File: src/hrpi_pkg.sv
// Shared types and constants for the peak-interval heart rate block.
// Used by the interfaces, the serial divider, the serial blend unit and the top level.
package hrpi_pkg;

	localparam int COUNT_BITS_DEF = 16;

	localparam int SAMPLE_W   = 32;
	localparam int IVAL_W     = 16;
	localparam int NUM_W      = 16;
	localparam int ALPHA_W    = 9;
	localparam int RATE_W     = 18;
	localparam int BPM_W      = 11;
	localparam int CFG_IDX_W  = 3;
	localparam int CFG_DATA_W = 32;

	// numerator * 256 needs eight fraction bits below the numerator
	localparam int FRAC_W     = 8;
	localparam int DIVIDEND_W = NUM_W + FRAC_W;

	localparam logic signed [SAMPLE_W-1:0] THRESHOLD_RST = 32'sd1000000;
	localparam logic [IVAL_W-1:0]  MIN_INTERVAL_RST   = 16'd75;
	localparam logic [IVAL_W-1:0]  MAX_INTERVAL_RST   = 16'd500;
	localparam logic [NUM_W-1:0]   RATE_NUMERATOR_RST = 16'd15000;
	localparam logic [ALPHA_W-1:0] ALPHA_RST          = 9'd51;

	// full weight, 256/256
	localparam logic [ALPHA_W-1:0] WEIGHT_ONE = 9'd256;
	localparam logic [RATE_W-1:0]  RATE_MAX   = {RATE_W{1'b1}};

	typedef enum logic [CFG_IDX_W-1:0] {
		REG_THRESHOLD      = 3'd0,
		REG_MIN_INTERVAL   = 3'd1,
		REG_MAX_INTERVAL   = 3'd2,
		REG_RATE_NUMERATOR = 3'd3,
		REG_ALPHA          = 3'd4
	} cfg_reg_t;

	typedef enum logic [1:0] {
		ST_IDLE,
		ST_DIV,
		ST_MAC,
		ST_DONE
	} hrpi_state_t;

endpackage

File: src/hrpi_if.sv
// Valid/ready channel interfaces for samples, results and register writes.
// Depends on hrpi_pkg for field widths.
interface hrpi_sample_if;
	logic valid;
	logic ready;
	logic signed [hrpi_pkg::SAMPLE_W-1:0] energy;

	modport source (output valid, output energy, input ready);
	modport sink (input valid, input energy, output ready);
endinterface

interface hrpi_result_if;
	logic valid;
	logic ready;
	logic [hrpi_pkg::BPM_W-1:0] bpm;
	logic crossing;
	logic rate_updated;

	modport source (output valid, output bpm, output crossing, output rate_updated, input ready);
	modport sink (input valid, input bpm, input crossing, input rate_updated, output ready);
endinterface

interface hrpi_cfg_if;
	logic valid;
	logic ready;
	logic [hrpi_pkg::CFG_IDX_W-1:0] index;
	logic [hrpi_pkg::CFG_DATA_W-1:0] data;

	modport source (output valid, output index, output data, input ready);
	modport sink (input valid, input index, input data, output ready);
endinterface

File: src/hrpi_div.sv
// Bit-serial restoring divider: one quotient bit per cycle, saturated to the rate width.
// Depends on hrpi_pkg for widths.
module hrpi_div (
	input  logic clk,
	input  logic arst_n,
	input  logic start,
	input  logic [hrpi_pkg::DIVIDEND_W-1:0] dividend,
	input  logic [hrpi_pkg::IVAL_W-1:0] divisor,
	output logic done,
	output logic [hrpi_pkg::RATE_W-1:0] quotient
);

	localparam int DW   = hrpi_pkg::DIVIDEND_W;
	localparam int VW   = hrpi_pkg::IVAL_W;
	localparam int RW   = hrpi_pkg::RATE_W;
	localparam int CNTW = $clog2(DW);

	logic            busy_q;
	logic            done_q;
	logic [CNTW-1:0] cnt_q;
	logic [VW-1:0]   rem_q;
	logic [DW-1:0]   quo_q;
	logic [VW-1:0]   dvs_q;
	logic [VW:0]     trial;
	logic [VW:0]     diff;
	logic            qbit;

	assign trial = {rem_q, quo_q[DW-1]};
	assign diff  = trial - {1'b0, dvs_q};
	assign qbit  = (trial >= {1'b0, dvs_q});

	always_ff @(posedge clk or negedge arst_n) begin
		if (!arst_n) begin
			busy_q <= 1'b0;
			done_q <= 1'b0;
			cnt_q  <= '0;
		end else begin
			done_q <= 1'b0;
			if (start) begin
				busy_q <= 1'b1;
				cnt_q  <= CNTW'(DW - 1);
			end else if (busy_q) begin
				if (cnt_q == '0) begin
					busy_q <= 1'b0;
					done_q <= 1'b1;
				end else begin
					cnt_q <= cnt_q - 1'b1;
				end
			end
		end
	end

	// dividend bits shift out at the top while quotient bits shift in below
	always_ff @(posedge clk) begin
		if (start) begin
			quo_q <= dividend;
			rem_q <= '0;
			dvs_q <= divisor;
		end else if (busy_q) begin
			rem_q <= qbit ? diff[VW-1:0] : trial[VW-1:0];
			quo_q <= {quo_q[DW-2:0], qbit};
		end
	end

	assign done     = done_q;
	assign quotient = (quo_q[DW-1:RW] != '0) ? hrpi_pkg::RATE_MAX : quo_q[RW-1:0];

endmodule

File: src/hrpi_mac.sv
// Bit-serial shift-add blend: (w*new + (256-w)*old + 128) >> 8, one weight bit per cycle.
// Depends on hrpi_pkg for widths.
module hrpi_mac (
	input  logic clk,
	input  logic arst_n,
	input  logic start,
	input  logic [hrpi_pkg::RATE_W-1:0] rate_new,
	input  logic [hrpi_pkg::RATE_W-1:0] rate_old,
	input  logic [hrpi_pkg::ALPHA_W-1:0] weight,
	output logic done,
	output logic [hrpi_pkg::RATE_W-1:0] result
);

	localparam int RW   = hrpi_pkg::RATE_W;
	localparam int WW   = hrpi_pkg::ALPHA_W;
	localparam int FW   = hrpi_pkg::FRAC_W;
	localparam int MW   = RW + WW - 1;
	localparam int AW   = MW + 1;
	localparam int CNTW = $clog2(WW);

	logic            busy_q;
	logic            done_q;
	logic [CNTW-1:0] cnt_q;
	logic [MW-1:0]   ma_q;
	logic [MW-1:0]   mb_q;
	logic [WW-1:0]   wa_q;
	logic [WW-1:0]   wb_q;
	logic [AW-1:0]   acc_q;
	logic [AW-1:0]   term_a;
	logic [AW-1:0]   term_b;

	assign term_a = wa_q[0] ? AW'(ma_q) : '0;
	assign term_b = wb_q[0] ? AW'(mb_q) : '0;

	always_ff @(posedge clk or negedge arst_n) begin
		if (!arst_n) begin
			busy_q <= 1'b0;
			done_q <= 1'b0;
			cnt_q  <= '0;
		end else begin
			done_q <= 1'b0;
			if (start) begin
				busy_q <= 1'b1;
				cnt_q  <= CNTW'(WW - 1);
			end else if (busy_q) begin
				if (cnt_q == '0) begin
					busy_q <= 1'b0;
					done_q <= 1'b1;
				end else begin
					cnt_q <= cnt_q - 1'b1;
				end
			end
		end
	end

	always_ff @(posedge clk) begin
		if (start) begin
			ma_q  <= MW'(rate_new);
			mb_q  <= MW'(rate_old);
			wa_q  <= weight;
			wb_q  <= hrpi_pkg::WEIGHT_ONE - weight;
			// rounding half
			acc_q <= AW'(1) << (FW - 1);
		end else if (busy_q) begin
			acc_q <= acc_q + term_a + term_b;
			ma_q  <= {ma_q[MW-2:0], 1'b0};
			mb_q  <= {mb_q[MW-2:0], 1'b0};
			wa_q  <= {1'b0, wa_q[WW-1:1]};
			wb_q  <= {1'b0, wb_q[WW-1:1]};
		end
	end

	assign done   = done_q;
	assign result = acc_q[FW +: RW];

endmodule

File: src/heart_rate_from_peak_interval.sv
// Top level: registers, threshold crossing and interval tracking, sequencer, result register.
// Depends on hrpi_pkg, hrpi_if, hrpi_div and hrpi_mac.
//
//  channel   role  payload
//  samples   sink  energy
//  results   src   bpm, crossing, rate_updated
//  cfg       sink  index, data (always ready)
//
// A sample without an accepted interval passes the accept edge, then the result register
// load. A sample that updates the rate passes the accept edge, 24 steps of the restoring
// divider, a hand-over, 9 steps of the shift-add blend, the commit of the rate and the
// result register load.
// No clearing pass: samples are taken from the first edge after reset.
// A stalled results channel holds the finished item in the sequencer until the register frees.
module heart_rate_from_peak_interval #(
	parameter int COUNT_BITS = hrpi_pkg::COUNT_BITS_DEF
) (
	input logic clk,
	input logic arst_n,
	hrpi_sample_if.sink samples,
	hrpi_result_if.source results,
	hrpi_cfg_if.sink cfg
);

	localparam int CMPW = (COUNT_BITS > hrpi_pkg::IVAL_W) ? COUNT_BITS : hrpi_pkg::IVAL_W;
	localparam int RW   = hrpi_pkg::RATE_W;
	localparam int BW   = hrpi_pkg::BPM_W;
	localparam int FW   = hrpi_pkg::FRAC_W;

	logic signed [hrpi_pkg::SAMPLE_W-1:0] thr_q;
	logic [hrpi_pkg::IVAL_W-1:0]  min_q;
	logic [hrpi_pkg::IVAL_W-1:0]  max_q;
	logic [hrpi_pkg::NUM_W-1:0]   num_q;
	logic [hrpi_pkg::ALPHA_W-1:0] alpha_q;

	logic [COUNT_BITS-1:0] since_q;
	logic                  have_q;
	logic                  above_q;
	logic [RW-1:0]         smooth_q;
	logic                  rvalid_q;
	logic [BW-1:0]         held_q;
	logic                  cross_q;
	logic                  upd_q;

	logic          ovalid_q;
	logic [BW-1:0] obpm_q;
	logic          ocross_q;
	logic          oupd_q;

	hrpi_pkg::hrpi_state_t state_q, state_d;

	logic                  accept;
	logic                  above;
	logic                  rise;
	logic [COUNT_BITS-1:0] since_inc;
	logic [CMPW-1:0]       ivx;
	logic                  iv_ok;
	logic                  div_start;
	logic                  div_done;
	logic [RW-1:0]         div_quo;
	logic                  mac_start;
	logic                  mac_done;
	logic [RW-1:0]         mac_res;
	logic [hrpi_pkg::ALPHA_W-1:0] weight;
	logic [RW:0]           round_sum;
	logic                  out_load;

	// sample path
	assign above     = samples.energy > thr_q;
	assign rise      = above && !above_q;
	assign since_inc = (since_q == {COUNT_BITS{1'b1}}) ? since_q
	                                                   : COUNT_BITS'(since_q + 1'b1);
	assign ivx       = CMPW'(since_inc);
	assign iv_ok     = rise && have_q && (ivx > CMPW'(min_q)) && (ivx < CMPW'(max_q));

	// first rate loads at full weight
	assign weight = (!rvalid_q || alpha_q > hrpi_pkg::WEIGHT_ONE) ? hrpi_pkg::WEIGHT_ONE
	                                                              : alpha_q;

	assign round_sum = {1'b0, mac_res} + (RW + 1)'(1 << (FW - 1));

	always_comb begin
		state_d       = state_q;
		samples.ready = 1'b0;
		accept        = 1'b0;
		div_start     = 1'b0;
		mac_start     = 1'b0;
		out_load      = 1'b0;
		case (state_q)
			hrpi_pkg::ST_IDLE: begin
				samples.ready = 1'b1;
				if (samples.valid) begin
					accept = 1'b1;
					if (iv_ok) begin
						div_start = 1'b1;
						state_d   = hrpi_pkg::ST_DIV;
					end else begin
						state_d = hrpi_pkg::ST_DONE;
					end
				end
			end
			hrpi_pkg::ST_DIV: begin
				if (div_done) begin
					mac_start = 1'b1;
					state_d   = hrpi_pkg::ST_MAC;
				end
			end
			hrpi_pkg::ST_MAC: begin
				if (mac_done) begin
					state_d = hrpi_pkg::ST_DONE;
				end
			end
			hrpi_pkg::ST_DONE: begin
				if (!ovalid_q || results.ready) begin
					out_load = 1'b1;
					state_d  = hrpi_pkg::ST_IDLE;
				end
			end
			default: begin
				state_d = hrpi_pkg::ST_IDLE;
			end
		endcase
	end

	always_ff @(posedge clk or negedge arst_n) begin
		if (!arst_n) begin
			state_q <= hrpi_pkg::ST_IDLE;
		end else begin
			state_q <= state_d;
		end
	end

	// configuration registers
	assign cfg.ready = 1'b1;

	always_ff @(posedge clk or negedge arst_n) begin
		if (!arst_n) begin
			thr_q   <= hrpi_pkg::THRESHOLD_RST;
			min_q   <= hrpi_pkg::MIN_INTERVAL_RST;
			max_q   <= hrpi_pkg::MAX_INTERVAL_RST;
			num_q   <= hrpi_pkg::RATE_NUMERATOR_RST;
			alpha_q <= hrpi_pkg::ALPHA_RST;
		end else if (cfg.valid) begin
			case (cfg.index)
				hrpi_pkg::REG_THRESHOLD:      thr_q   <= cfg.data;
				hrpi_pkg::REG_MIN_INTERVAL:   min_q   <= cfg.data[hrpi_pkg::IVAL_W-1:0];
				hrpi_pkg::REG_MAX_INTERVAL:   max_q   <= cfg.data[hrpi_pkg::IVAL_W-1:0];
				hrpi_pkg::REG_RATE_NUMERATOR: num_q   <= cfg.data[hrpi_pkg::NUM_W-1:0];
				hrpi_pkg::REG_ALPHA:          alpha_q <= cfg.data[hrpi_pkg::ALPHA_W-1:0];
				default: begin
				end
			endcase
		end
	end

	// beat tracking and smoothed rate
	always_ff @(posedge clk or negedge arst_n) begin
		if (!arst_n) begin
			since_q  <= '0;
			have_q   <= 1'b0;
			above_q  <= 1'b0;
			smooth_q <= '0;
			rvalid_q <= 1'b0;
			held_q   <= '0;
			cross_q  <= 1'b0;
			upd_q    <= 1'b0;
		end else begin
			if (accept) begin
				above_q <= above;
				cross_q <= rise;
				upd_q   <= iv_ok;
				if (rise) begin
					since_q <= '0;
					have_q  <= 1'b1;
				end else begin
					since_q <= since_inc;
				end
			end
			if (mac_done) begin
				smooth_q <= mac_res;
				rvalid_q <= 1'b1;
				held_q   <= round_sum[RW:FW];
			end
		end
	end

	// result register
	always_ff @(posedge clk or negedge arst_n) begin
		if (!arst_n) begin
			ovalid_q <= 1'b0;
		end else if (out_load) begin
			ovalid_q <= 1'b1;
		end else if (results.ready) begin
			ovalid_q <= 1'b0;
		end
	end

	always_ff @(posedge clk) begin
		if (out_load) begin
			obpm_q   <= held_q;
			ocross_q <= cross_q;
			oupd_q   <= upd_q;
		end
	end

	assign results.valid        = ovalid_q;
	assign results.bpm          = obpm_q;
	assign results.crossing     = ocross_q;
	assign results.rate_updated = oupd_q;

	hrpi_div u_div (
		.clk      (clk),
		.arst_n   (arst_n),
		.start    (div_start),
		.dividend ({num_q, FW'(0)}),
		.divisor  (ivx[hrpi_pkg::IVAL_W-1:0]),
		.done     (div_done),
		.quotient (div_quo)
	);

	hrpi_mac u_mac (
		.clk      (clk),
		.arst_n   (arst_n),
		.start    (mac_start),
		.rate_new (div_quo),
		.rate_old (smooth_q),
		.weight   (weight),
		.done     (mac_done),
		.result   (mac_res)
	);

`ifndef SYNTHESIS
	a_upd_has_cross: assert property (@(posedge clk) disable iff (!arst_n)
		results.valid |-> (!results.rate_updated || results.crossing))
		else $error("rate update without a crossing");

	a_mac_in_state: assert property (@(posedge clk) disable iff (!arst_n)
		mac_done |-> state_q == hrpi_pkg::ST_MAC)
		else $error("blend finished outside its state");

	a_div_in_state: assert property (@(posedge clk) disable iff (!arst_n)
		div_done |-> state_q == hrpi_pkg::ST_DIV)
		else $error("divide finished outside its state");

	a_held_range: assert property (@(posedge clk) disable iff (!arst_n)
		held_q <= 11'd1024)
		else $error("held rate out of range");
`endif

endmodule
File: src/flat_wrapper.sv
// flat-port wrapper written by rule: the top's interface ports become plain ports
module heart_rate_from_peak_interval_flat 
#(
	parameter int COUNT_BITS = hrpi_pkg::COUNT_BITS_DEF
)
  (clk, arst_n, samples_valid, samples_energy, samples_ready, results_valid, results_bpm, results_crossing, results_rate_updated, results_ready, cfg_valid, cfg_index, cfg_data, cfg_ready);
  hrpi_sample_if samples_i ();
  hrpi_result_if results_i ();
  hrpi_cfg_if cfg_i ();
  input logic clk;
  input logic arst_n;
  input wire logic [$bits(samples_i.valid)-1:0] samples_valid;
  input wire logic [$bits(samples_i.energy)-1:0] samples_energy;
  output wire logic [$bits(samples_i.ready)-1:0] samples_ready;
  output wire logic [$bits(results_i.valid)-1:0] results_valid;
  output wire logic [$bits(results_i.bpm)-1:0] results_bpm;
  output wire logic [$bits(results_i.crossing)-1:0] results_crossing;
  output wire logic [$bits(results_i.rate_updated)-1:0] results_rate_updated;
  input wire logic [$bits(results_i.ready)-1:0] results_ready;
  input wire logic [$bits(cfg_i.valid)-1:0] cfg_valid;
  input wire logic [$bits(cfg_i.index)-1:0] cfg_index;
  input wire logic [$bits(cfg_i.data)-1:0] cfg_data;
  output wire logic [$bits(cfg_i.ready)-1:0] cfg_ready;
  assign samples_i.valid = samples_valid;
  assign samples_i.energy = samples_energy;
  assign samples_ready = samples_i.ready;
  assign results_valid = results_i.valid;
  assign results_bpm = results_i.bpm;
  assign results_crossing = results_i.crossing;
  assign results_rate_updated = results_i.rate_updated;
  assign results_i.ready = results_ready;
  assign cfg_i.valid = cfg_valid;
  assign cfg_i.index = cfg_index;
  assign cfg_i.data = cfg_data;
  assign cfg_ready = cfg_i.ready;
  heart_rate_from_peak_interval #(.COUNT_BITS(COUNT_BITS)) u_core (.clk(clk), .arst_n(arst_n), .samples(samples_i), .results(results_i), .cfg(cfg_i));
endmodule
File: config.mk
export PLATFORM = sky130hd
export DESIGN_NAME = heart_rate_from_peak_interval_flat
export DESIGN_NICKNAME = d
export VERILOG_FILES = /design/src/hrpi_pkg.sv /design/src/hrpi_if.sv /design/src/hrpi_div.sv /design/src/hrpi_mac.sv /design/src/heart_rate_from_peak_interval.sv /design/src/flat_wrapper.sv
export SDC_FILE = /design/constraint.sdc
export NUM_CORES = 1
export LEC_CHECK = 0
export ABC_AREA = 0
export CAP_MARGIN = 20
export CORE_MARGIN = 2
export CORE_UTILIZATION = 53
export CTS_BUF_LIST = sky130_fd_sc_hd__clkbuf_4
export DETAILED_ROUTE_END_ITERATION = 8
export DONT_BUFFER_PORTS = 1
export HOLD_SLACK_MARGIN = 0.03
export PLACE_DENSITY = 0.7
export SKIP_LAST_GASP = 1
export SLEW_MARGIN = 15
export SYNTH_ARGS = -nofsm -noshare
export SYNTH_HDL_FRONTEND = slang
export SYNTH_HIERARCHICAL = 1
export SYNTH_SLANG_ARGS = --single-unit
File: constraint.sdc
create_clock -name clk -period 12.9 [get_ports clk]
set_input_delay 0.645 -clock clk [delete_from_list [all_inputs] [get_ports clk]]
set_output_delay 0.645 -clock clk [all_outputs]
set_load 0.03 [all_outputs]
### Word level (Yosys, flattened, before mapping)

Cells that the tools add are included.

| word-level totals | value |
|---|---|
| register bits | 321 |
| bits in latches | 0 |
| memory bits (writable) | 0 |
| ROM bits | 0 |
| output and inout port bits | 16 |
| word-level logic and storage cells | 141 |
| memories | 0 |

| cells by class | value |
|---|---|
| add/sub/neg operators | 8 |
| multiply operators | 0 |
| div/mod/pow operators | 0 |
| magnitude comparators | 5 |
| eq/ne operators | 14 |
| shift operators | 0 |
| muxes and demuxes | 53 |
| bitwise logic cells | 0 |
| reductions and logical operators | 26 |

Operators by type and width:

| cell | count |
|---|---|
| $mux W18 | 5 |
| $mux W26 | 2 |
| $mux W16 | 3 |
| $mux W24 | 2 |
| $mux W9 | 5 |
| $gt A32 B32 Y1 | 1 |
| $add A27 B26 Y27 | 1 |
| $add A27 B27 Y27 | 1 |
| $mux W1 | 24 |
| $add A18 B8 Y19 const B | 1 |
| $ge A17 B16 Y1 | 1 |
| $add A16 B1 Y16 const B | 1 |
| $eq A16 B16 Y1 const B | 1 |
| $gt A16 B16 Y1 | 1 |
| $lt A16 B16 Y1 | 1 |
| $reduce_and A2 Y1 | 8 |
| $sub A16 B16 Y16 | 1 |
| $mux W5 | 3 |
| $mux W4 | 3 |
| $mux W2 | 5 |
| $gt A9 B9 Y1 const B | 1 |
| $sub A9 B9 Y9 const A | 1 |
| $pmux W2 S4 | 1 |
| $eq A3 B2 Y1 const B | 2 |
| 18 further kinds | 31 |

### Logic depth before layout (Yosys ltp)

Gate-level depths: netlist of run 1.

| depth | value |
|---|---|
| word-level depth | 10 |
| gate-level depth with buffers | 24 |

### Modules after synthesis

The synthesis of run 1 kept the hierarchy.

By module, submodules not included:

| module | times used | cells each | area each (µm²) | seq. area each (µm²) |
|---|---|---|---|---|
| heart_rate_from_peak_interval | 1 | 780 | 8002.7 | 3978.8 |
| hrpi_mac | 1 | 594 | 6426.2 | 2612.5 |
| hrpi_div | 1 | 348 | 3606.0 | 1696.6 |

### Least setup slack after synthesis of run 1

OpenSTA, ideal clock, no wires.

| timing path | value |
|---|---|
| kind | reg-to-reg |
| start point | register u_core.since_q[0] |
| end point | register u_core.u_div.cnt_q[4] |
| arrival time | 5071 ps |
| required time | 12765 ps |
| path slack | 7695 ps |
| cell stages (with the launch flop) | 24 |
| cells stage by stage | dfrtp_1 ha_1 nand3_1 nor4_4 and3_1 buf_2 nor2_1 nand4_1 or2_2 nand2_1 ha_1 nand4_1 a21o_1 a311oi_1 nor3_1 nor4_2 and3_1 inv_1 nand2_1 and2_1 clkbuf_1 nand3_1 xor2_1 nand2_1 |

| between the ends | value |
|---|---|
| cells in the longest elaborated chain, start to end | 10 |
| elaborated cells between the ends (all ways) | 14 |
| those cells by class | add/sub (1); order compare (2); eq/ne (2); mux (5); reduce/logical (4) |

RTL lines:

| item | RTL line | text |
|---|---|---|
| start, declared | heart_rate_from_peak_interval.sv:36 | `logic [COUNT_BITS-1:0] since_q;` |
| start signal, assigned | heart_rate_from_peak_interval.sv:176 | `since_q <= since_inc;` |
| $add A16 B1 Y16 or $eq A16 B16 Y1 (tied branches) | heart_rate_from_peak_interval.sv:72, heart_rate_from_peak_interval.sv:71 |  |
| $mux W16 * | heart_rate_from_peak_interval.sv:71 | `assign since_inc = (since_q == {COUNT_BITS{1'b1}}) ? since_q` |
| via u_core.ivx[7] | heart_rate_from_peak_interval.sv:56 | `logic [CMPW-1:0] ivx;` |
| $gt A16 B16 Y1 | heart_rate_from_peak_interval.sv:74 | `assign iv_ok = rise && have_q && (ivx > CMPW'(min_q)) && (ivx < CMPW'(max_q));` |
| $logic_and A1 B1 Y1 | heart_rate_from_peak_interval.sv:74 |  |
| $logic_and A1 B1 Y1 * | heart_rate_from_peak_interval.sv:74 |  |
| $mux W1 * | heart_rate_from_peak_interval.sv:94 | `if (iv_ok) begin` |
| $mux W1 * | heart_rate_from_peak_interval.sv:92 | `if (samples.valid) begin` |
| $mux W1 * | heart_rate_from_peak_interval.sv:89 | `case (state_q)` |
| via u_core.div_start | heart_rate_from_peak_interval.sv:58 | `logic div_start;` |
| $ne A2 B1 Y1 (no source line) or $reduce_bool A2 Y1 (tied branches) | n/a |  |
| $reduce_and A2 Y1 (no source line) | n/a |  |
| end signal, assigned | hrpi_div.sv:41 | `cnt_q <= CNTW'(DW - 1);` |
| end signal, assigned | hrpi_div.sv:47 | `cnt_q <= cnt_q - 1'b1;` |
| end, declared | hrpi_div.sv:20 | `logic [CNTW-1:0] cnt_q;` |

The timed path passes the listed nets; every way through them passes the cells marked *.
A chain may end at the register's enable or synchronous reset.

### Worst setup path after layout of run 1

Same ends and word-level chain as after synthesis.

==> results.py, run 1 <==
metrics = {
    "status": {
        "status": "completed",
    },
    "cts": {
        "cts_tree": "built",
        "clkSlewWorstSetupHoldPaths_ps": 60,
        "clockRootBuffer": "clkbuf_4",
        "clk_latency_ps": 720,
        "cts_setup_buffers": 0,
        "h-tree-depth": 3,
        "clock_sinks": 320,
        "clock_path_buffers": 3,
        "cts_resized": 0,
        "cts_made_buffers": 85,
    },
    "yosys": {
        "synth_seq_cells": 320,
        "synth_top_family_by_area": "simple AND/OR/NAND/NOR gates",
        "synth_flop_cell": "dfrtp_1",
        "syn_area_sq_um": 18030,
        "synthTopCellsByArea": "edfxtp_1 18%, dfrtp_1 18%, ha_1 7.9%",
        "yosysSeqAreaShare_pct": 45.96,
        "syn_avg_cell_area_sq_um": 10.47,
        "synthArstFlopShare_pct": 48.44,
        "ys_types": 96,
        "yosys.area_share.adder_pct": 10.91,
        "synth_xor_area_share_pct": 2.789,
        "ys_warn_count": 6,
        "synthCells": 1722,
        "synth_top_area_cell": "edfxtp_1",
        "muxShareOfSynthArea_pct": 9.095,
        "synth-simple-area-share_pct": 15.39,
        "yosys.area.top_type_share_pct": 17.82,
        "synth_compound_area_share_pct": 11.01,
        "synth_edf_count": 107,
    },
    "grt": {
        "grt_pass1_wl_um": 66010,
        "grt_pass1_vias": 13100,
        "gr-total-overflow": 0,
        "grt_max_degree": 156,
        "grtUsageTotal_pct": 22.99,
        "antenna_found_initial": 2,
    },
    "detailed_routing": {
        "drc": 0,
        "vias": 12950,
        "wl_per_cell_um": 17.50,
        "viasPerCell": 5.625,
        "routed_wl_um": 40280,
        "drt-pass1-iter-count": 7,
        "first_iter_violations": 759,
        "ant_nets": 0,
    },
    "power_and_ir_drop": {
        "ir_worst_vdd_mv": 0.1413,
        "power_density_nw_per_um2": 156.8,
        "power_leakage_nw": 8.426,
    },
    "timing": {
        "setup_tns_ps": 0,
        "tightestPinTransition_ps": 1061,
        "fmax_mhz": 166.1,
        "finalCritPeriodShare_pct": 46.66,
        "final_hold_viol_count": 0,
        "maxSlewHeadroom_pct": 28.81,
        "drv_slew": 0,
        "post-route-min-period_ps": 6019,
        "finClkSkew_ps": 48.83,
        "rsz0062_at_grt": "false",
        "setup_viol": 0,
        "hold_slack_ps": 95.02,
    },
    "final_layout": {
        "final_cell_mix": "167 x nand2_1, 137 x clkbuf_4, 126 x dfrtp_1",
        "num-nets-final": 1993,
        "drive_gt1_share_pct": 19.65,
        "seq_area_sq_um": 8289,
        "final_common_cell": "nand2_1",
        "fillers": 2828,
        "final_util_pct": 59.27,
        "final_cell_area_sq_um": 19870,
        "synthToLayoutAreaGrowth_pct": 10.20,
        "multi_input_area_sq_um": 8947,
    },
    "worst_setup_path": {
        "r2r_slack_ps": 6880,
        "startpoint_type": "flip-flop",
        "critPathRequiredTime_ps": 13450,
        "crit_path_frequent_cell": "nand2_1",
        "end_kind": "flip-flop",
        "r2r-start": "u_core/since_q[0]",
        "path_cells": "ha_1 > nand3_1 > nor4_4 > and3_1 > nor2_1 > nand4_1 > or2_2 > nand2_1 > ha_1 > nand4_1 > a21o_1 > a311oi_1 > nor3_1 > nor4_2 > and3_2 > buf_4 > inv_1 > nand2_1 > and2_1 > nand3_1 > xor2_1 > nand2_1",
        "crit_type": "flip-flop to flip-flop",
        "slowest_delay_ps": 560,
        "crit_arrival_ps": 6570,
        "worstSetupStartpoint": "u_core/since_q[0]",
        "crit_slowest_cell": "buf_4",
        "cp_max_fo": 55,
    },
    "die": {
        "core-area_sq_um": 33530,
        "ios": 88,
        "die_y_um": 188.5,
        "dieArea_sq_um": 35520,
        "row_count": 67,
        "start_util_pct": 53.78,
        "die_w_um": 188.5,
    },
    "placement": {
        "place_hpwl_um": 27390,
        "placed_cell_area_sq_um": 18290,
        "place.gp.congestion": 0.8899,
        "io_buffers": 0,
    },
    "hold_path": {
        "hp-class": "input port to flip-flop",
        "hold_path_startpoint": "cfg_data[13]",
    },
    "flow_run": {
        "cap_violations": 0,
    },
}
[worst paths after layout]
kind | endpoint | depth (start not counted)
max | u_core/u_div/cnt_q[4] | 22
min | u_core/num_q[13] | 1
max reg2reg | u_core/u_div/cnt_q[4] | 22
min reg2reg | u_core/results.bpm[3] | 0
max in group asynchronous | u_core/results.valid | 2
min in group asynchronous | u_core/u_mac/cnt_q[0] | 2
[synth_stat cells (5+ instances only)]
master and number:
nand3_1 41, inv_1 114, ha_1 114, fa_1 27, a21o_1 21, o21a_1 6, o21ai_1 9, nand2b_1 10
xnor2_1 28, nor2_1 105, a311oi_1 9, and2_1 66, nor2b_1 10, a21oi_1 65, dfstp_2 28, nor4_1 11
nand2_1 167, xor2_1 25, clkbuf_1 49, edfxtp_1 107, buf_1 7, nor3_1 22, a211oi_1 12, o21ai_0 119
dfrtp_1 127, mux2i_1 30, nand4_1 24, o211ai_1 10, mux2_2 119, or2_2 24, or4_1 5, buf_4 20
o22ai_1 5, dfxtp_1 58, buf_2 6, a31oi_1 11, and3_1 18
[registers in the layout, indices dropped and copies added (netlist names), 18 cells and up]
signal,flops
u_core/u_div/quo_q,24
u_core/u_mac/acc_q,26
u_core/u_mac/mb_q,26
u_core/thr_q,32
u_core/u_mac/ma_q,26
u_core/smooth_q,18
[critical path, delay by kind of cell (launching register included)]
| family | cells | cell delay (ps) |
|---|---|---|
| AND/OR/NAND/NOR | 15 | 3240 |
| buffers and inverters | 2 | 980 |
| adder cells (fa/ha/maj) | 2 | 560 |
| flip-flops | 1 | 480 |
| AO/OA/AOI/OAI | 2 | 440 |
| XOR/XNOR | 1 | 140 |
[per-layer routing]
layer	wire length, um	up-vias	global-route usage [%]
li1	-	6242	-
met1	18090	6266	30.21
met2	18650	376	36.84
met3	2675	65	6.109
met4	869	0	8.113
met5	0	-	0
[cell type report]
type,count,share of cell area (%)
Clock inverter,22,0.4911
Multi-Input combinational cell,1208,45.02
Clock buffer,137,5.175
Sequential cell,320,41.71
Timing Repair Buffer,51,2.606
Antenna cell,2,0.02518
Tap cell,448,2.820
Inverter,114,2.153
[report_power, final]
group,total (mW),internal [mW],switching (mW)
sequential,1.38,1.23,0.147
clock,0.903,0.483,0.420
combinational,0.834,0.344,0.490
[through the flow]
stage / cells / power [mW] / setup slack, ps
finish: 2302 / 3.116 / 6881
floorplan: 1729 / 2.019 / 7695
CTS: 2294 / 3.141 / 6284
global route: 2301 / 3.328 / 6280
global placement: 2099 / 2.161 / 6565
detailed placement: 2099 / 2.191 / 6338
[kinds of logic after synthesis]
kind of cell | count (synthesis)
AND/OR/NAND/NOR | 540
flip-flops | 320
AO/OA/AOI/OAI | 314
buffers and inverters | 201
multiplexers | 149
adder cells (fa/ha/maj) | 141
XOR/XNOR | 55
other | 2
[what timing repair did]
item,in CTS,in global routing
setup endpoints to repair,0,0
hold buffers,36,4
hold endpoints to repair,231,4
Note: power is estimated with default switching activity, not from simulation.
==> run 2, diff against run 1 <==
clock period = 6 ns   (was 12.9 ns; I/O delays follow)
==> run 2 against run 1 <==
Worst hold slack gained 19 ps. First-iteration DRC count grew 4.1%. Non-clock buffer count grew 20. Core utilization grew 0.73 points. Critical endpoint is now u_core/u_div/cnt_q[2]. Sequential share of layout area shrank 0.51 points. Largest cell class unchanged. Register-to-register slack lost 6000 ps.
==> results.py, run 2 (same netlist as run 1, synthesis figures left out) <==
metrics = {
    "status": {
        "status": "completed",
    },
    "final_layout": {
        "final_cell_mix": "167 x nand2_1, 137 x clkbuf_4, 126 x dfrtp_1",
        "num-nets-final": 2012,
        "final_util_pct": 60.00,
        "final_common_cell": "nand2_1",
        "drive_gt1_share_pct": 19.57,
        "synthToLayoutAreaGrowth_pct": 11.56,
        "largest_reg_flops": 32,
        "layout.cells.non_filler": 2322,
        "fillers": 2791,
        "largest-register": "u_core/thr_q",
    },
    "worst_setup_path": {
        "path_cells": "ha_1 > nand3_1 > nor4_4 > and3_1 > nor2_1 > nand4_1 > or2_2 > nand2_1 > ha_1 > nand4_1 > a21o_1 > a311oi_1 > nor3_1 > nor4_2 > and3_2 > inv_1 > nand2_1 > buf_4 > and3_1 > o21ai_0",
        "reg2reg_depth": 20,
        "r2r-start": "u_core/since_q[0]",
        "r2r_slack_ps": 870,
        "critPathRequiredTime_ps": 6570,
        "startpoint_type": "flip-flop",
        "crit_path_end": "u_core/u_div/cnt_q[2]",
        "cp_max_fo": 25,
        "r2r_end": "u_core/u_div/cnt_q[2]",
        "crit_type": "flip-flop to flip-flop",
        "end_kind": "flip-flop",
        "worstSetupStartpoint": "u_core/since_q[0]",
        "crit_arrival_ps": 5700,
        "cp_num_cells": 20,
        "crit_buf_inv": 2,
        "path_delay_family": "simple AND/OR/NAND/NOR gates",
        "crit_slowest_cell": "dfrtp_1",
        "slowest_delay_ps": 470,
    },
    "die": {
        "die_y_um": 188.5,
        "ios": 88,
        "row_count": 67,
        "core-area_sq_um": 33530,
        "dieArea_sq_um": 35520,
        "start_util_pct": 53.78,
        "die_w_um": 188.5,
    },
    "timing": {
        "setup_viol": 0,
        "post-route-min-period_ps": 5126,
        "setup_tns_ps": 0,
        "drv_slew": 0,
        "finClkSkew_ps": 65.06,
        "final_hold_viol_count": 0,
        "fmax_mhz": 195.1,
        "finalCritPeriodShare_pct": 85.43,
        "tightestPinTransition_ps": 1109,
        "rsz0062_at_grt": "false",
        "maxSlewHeadroom_pct": 25.64,
    },
    "cts": {
        "cts_tree": "built",
        "clk_latency_ps": 730,
        "hold_buffers": 59,
        "clock_path_buffers": 3,
        "cts_made_buffers": 84,
        "clkSlewWorstSetupHoldPaths_ps": 70,
        "cts_setup_buffers": 0,
        "h-tree-depth": 3,
        "clock_sinks": 320,
        "cts_resized": 0,
        "clockRootBuffer": "clkbuf_4",
    },
    "hold_path": {
        "hold_path_startpoint": "cfg_index[1]",
        "hp-class": "input port to flip-flop",
    },
    "detailed_routing": {
        "wl_per_cell_um": 17.52,
        "routed_wl_um": 40680,
        "first_iter_violations": 790,
        "drc": 0,
        "vias": 13080,
        "viasPerCell": 5.632,
        "ant_nets": 0,
        "drt-pass1-iter-count": 5,
    },
    "power_and_ir_drop": {
        "switchingPower_mw": 2.310,
        "p_sw_share_pct": 33.82,
        "power_density_nw_per_um2": 339.5,
        "clock_power_share_pct": 30.0,
        "power_leakage_nw": 8.506,
        "combPwrFrac_pct": 26.8,
        "internal-power_mw": 4.520,
        "ir_worst_vdd_mv": 0.2130,
        "p_seq_share_pct": 43.2,
    },
    "grt": {
        "grtUsageTotal_pct": 23.34,
        "antenna_found_initial": 5,
        "grt_pass1_wl_um": 67150,
        "grt_max_degree": 156,
        "grt_pass1_vias": 13380,
        "gr-total-overflow": 0,
    },
    "placement": {
        "place_hpwl_um": 27750,
        "place_inst": 2101,
        "io_buffers": 0,
        "place.gp.congestion": 0.8941,
    },
    "flow_run": {
        "cap_violations": 0,
    },
}
-- run 2: cell types whose count changed in the layout (fill, tap and decap cells not counted), sizes merged --
cell / delta
dlygate4sd3: +20
clkinv: -4
bufinv: +2
diode: +2
-- run 2: layer usage --
layer / track usage [%] / up-vias / wire length, um / part of all wire (%)
li1: - / 6278 / - / -
met1: 30.89 / 6349 / 18470 / 45
met2: 37.47 / 367 / 18670 / 46
met3: 5.625 / 81 / 2484 / 6.1
met4: 8.353 / 2 / 1043 / 2.6
met5: 0.5495 / - / 13 / 0.032
-- run 2: final cells by class --
type	instances	area (sq um)	share of cell area [%]
Antenna cell	4	10.01	0.04975
Clock buffer	137	1028	5.112
Clock inverter	20	137.6	0.6841
Inverter	114	427.9	2.127
Multi-Input combinational cell	1208	8952	44.50
Sequential cell	320	8289	41.20
Tap cell	448	560.5	2.786
Timing Repair Buffer	71	713.2	3.545
-- run 2: worst register-to-register path, stage by stage, from the launching register on --
cell,delay (ps)
dfrtp_1,470
ha_1,230
nand3_1,190
nor4_4,400
and3_1,360
nor2_1,140
nand4_1,140
or2_2,140
nand2_1,100
ha_1,320
nand4_1,140
a21o_1,180
a311oi_1,280
nor3_1,100
nor4_2,410
and3_2,360
inv_1,250
nand2_1,150
buf_4,330
and3_1,200
o21ai_0,80
-- run 2: worst min-delay path by stage --
stage | endpoint | slack (ps) | depth (start not counted)
floorplan | u_core/above_q | 4 | 0
global placement | u_core/results.valid | 10 | 0
detailed placement | u_core/results.valid | 10 | 0
CTS | u_core/thr_q[16] | 30 | 4
global route | u_core/min_q[9] | 90 | 3
finish | u_core/thr_q[15] | 110 | 4
-- run 2: metrics by stage --
stage	hold WS [ps]	power, mW	area (sq um)	worst slack, ps
after floorplan	4.409	4.341	18060	794.6
after CTS	32.35	6.886	20090	913.3
after detailed placement	14.12	4.727	18320	943.9
final	114.2	6.830	20120	874.1
after global routing	87.50	7.286	20120	471.4
after global placement	13.75	4.652	18300	1183
-- run 2: power by group through the flow --
stage	logic (mW)	clock network [mW]	registers, mW
floorplan	1.43	0	2.91
global placement	1.67	0	2.98
detailed placement	1.74	0	2.99
CTS	1.82	2.12	2.95
global route	2.06	2.23	2.99
finish	1.83	2.05	2.95
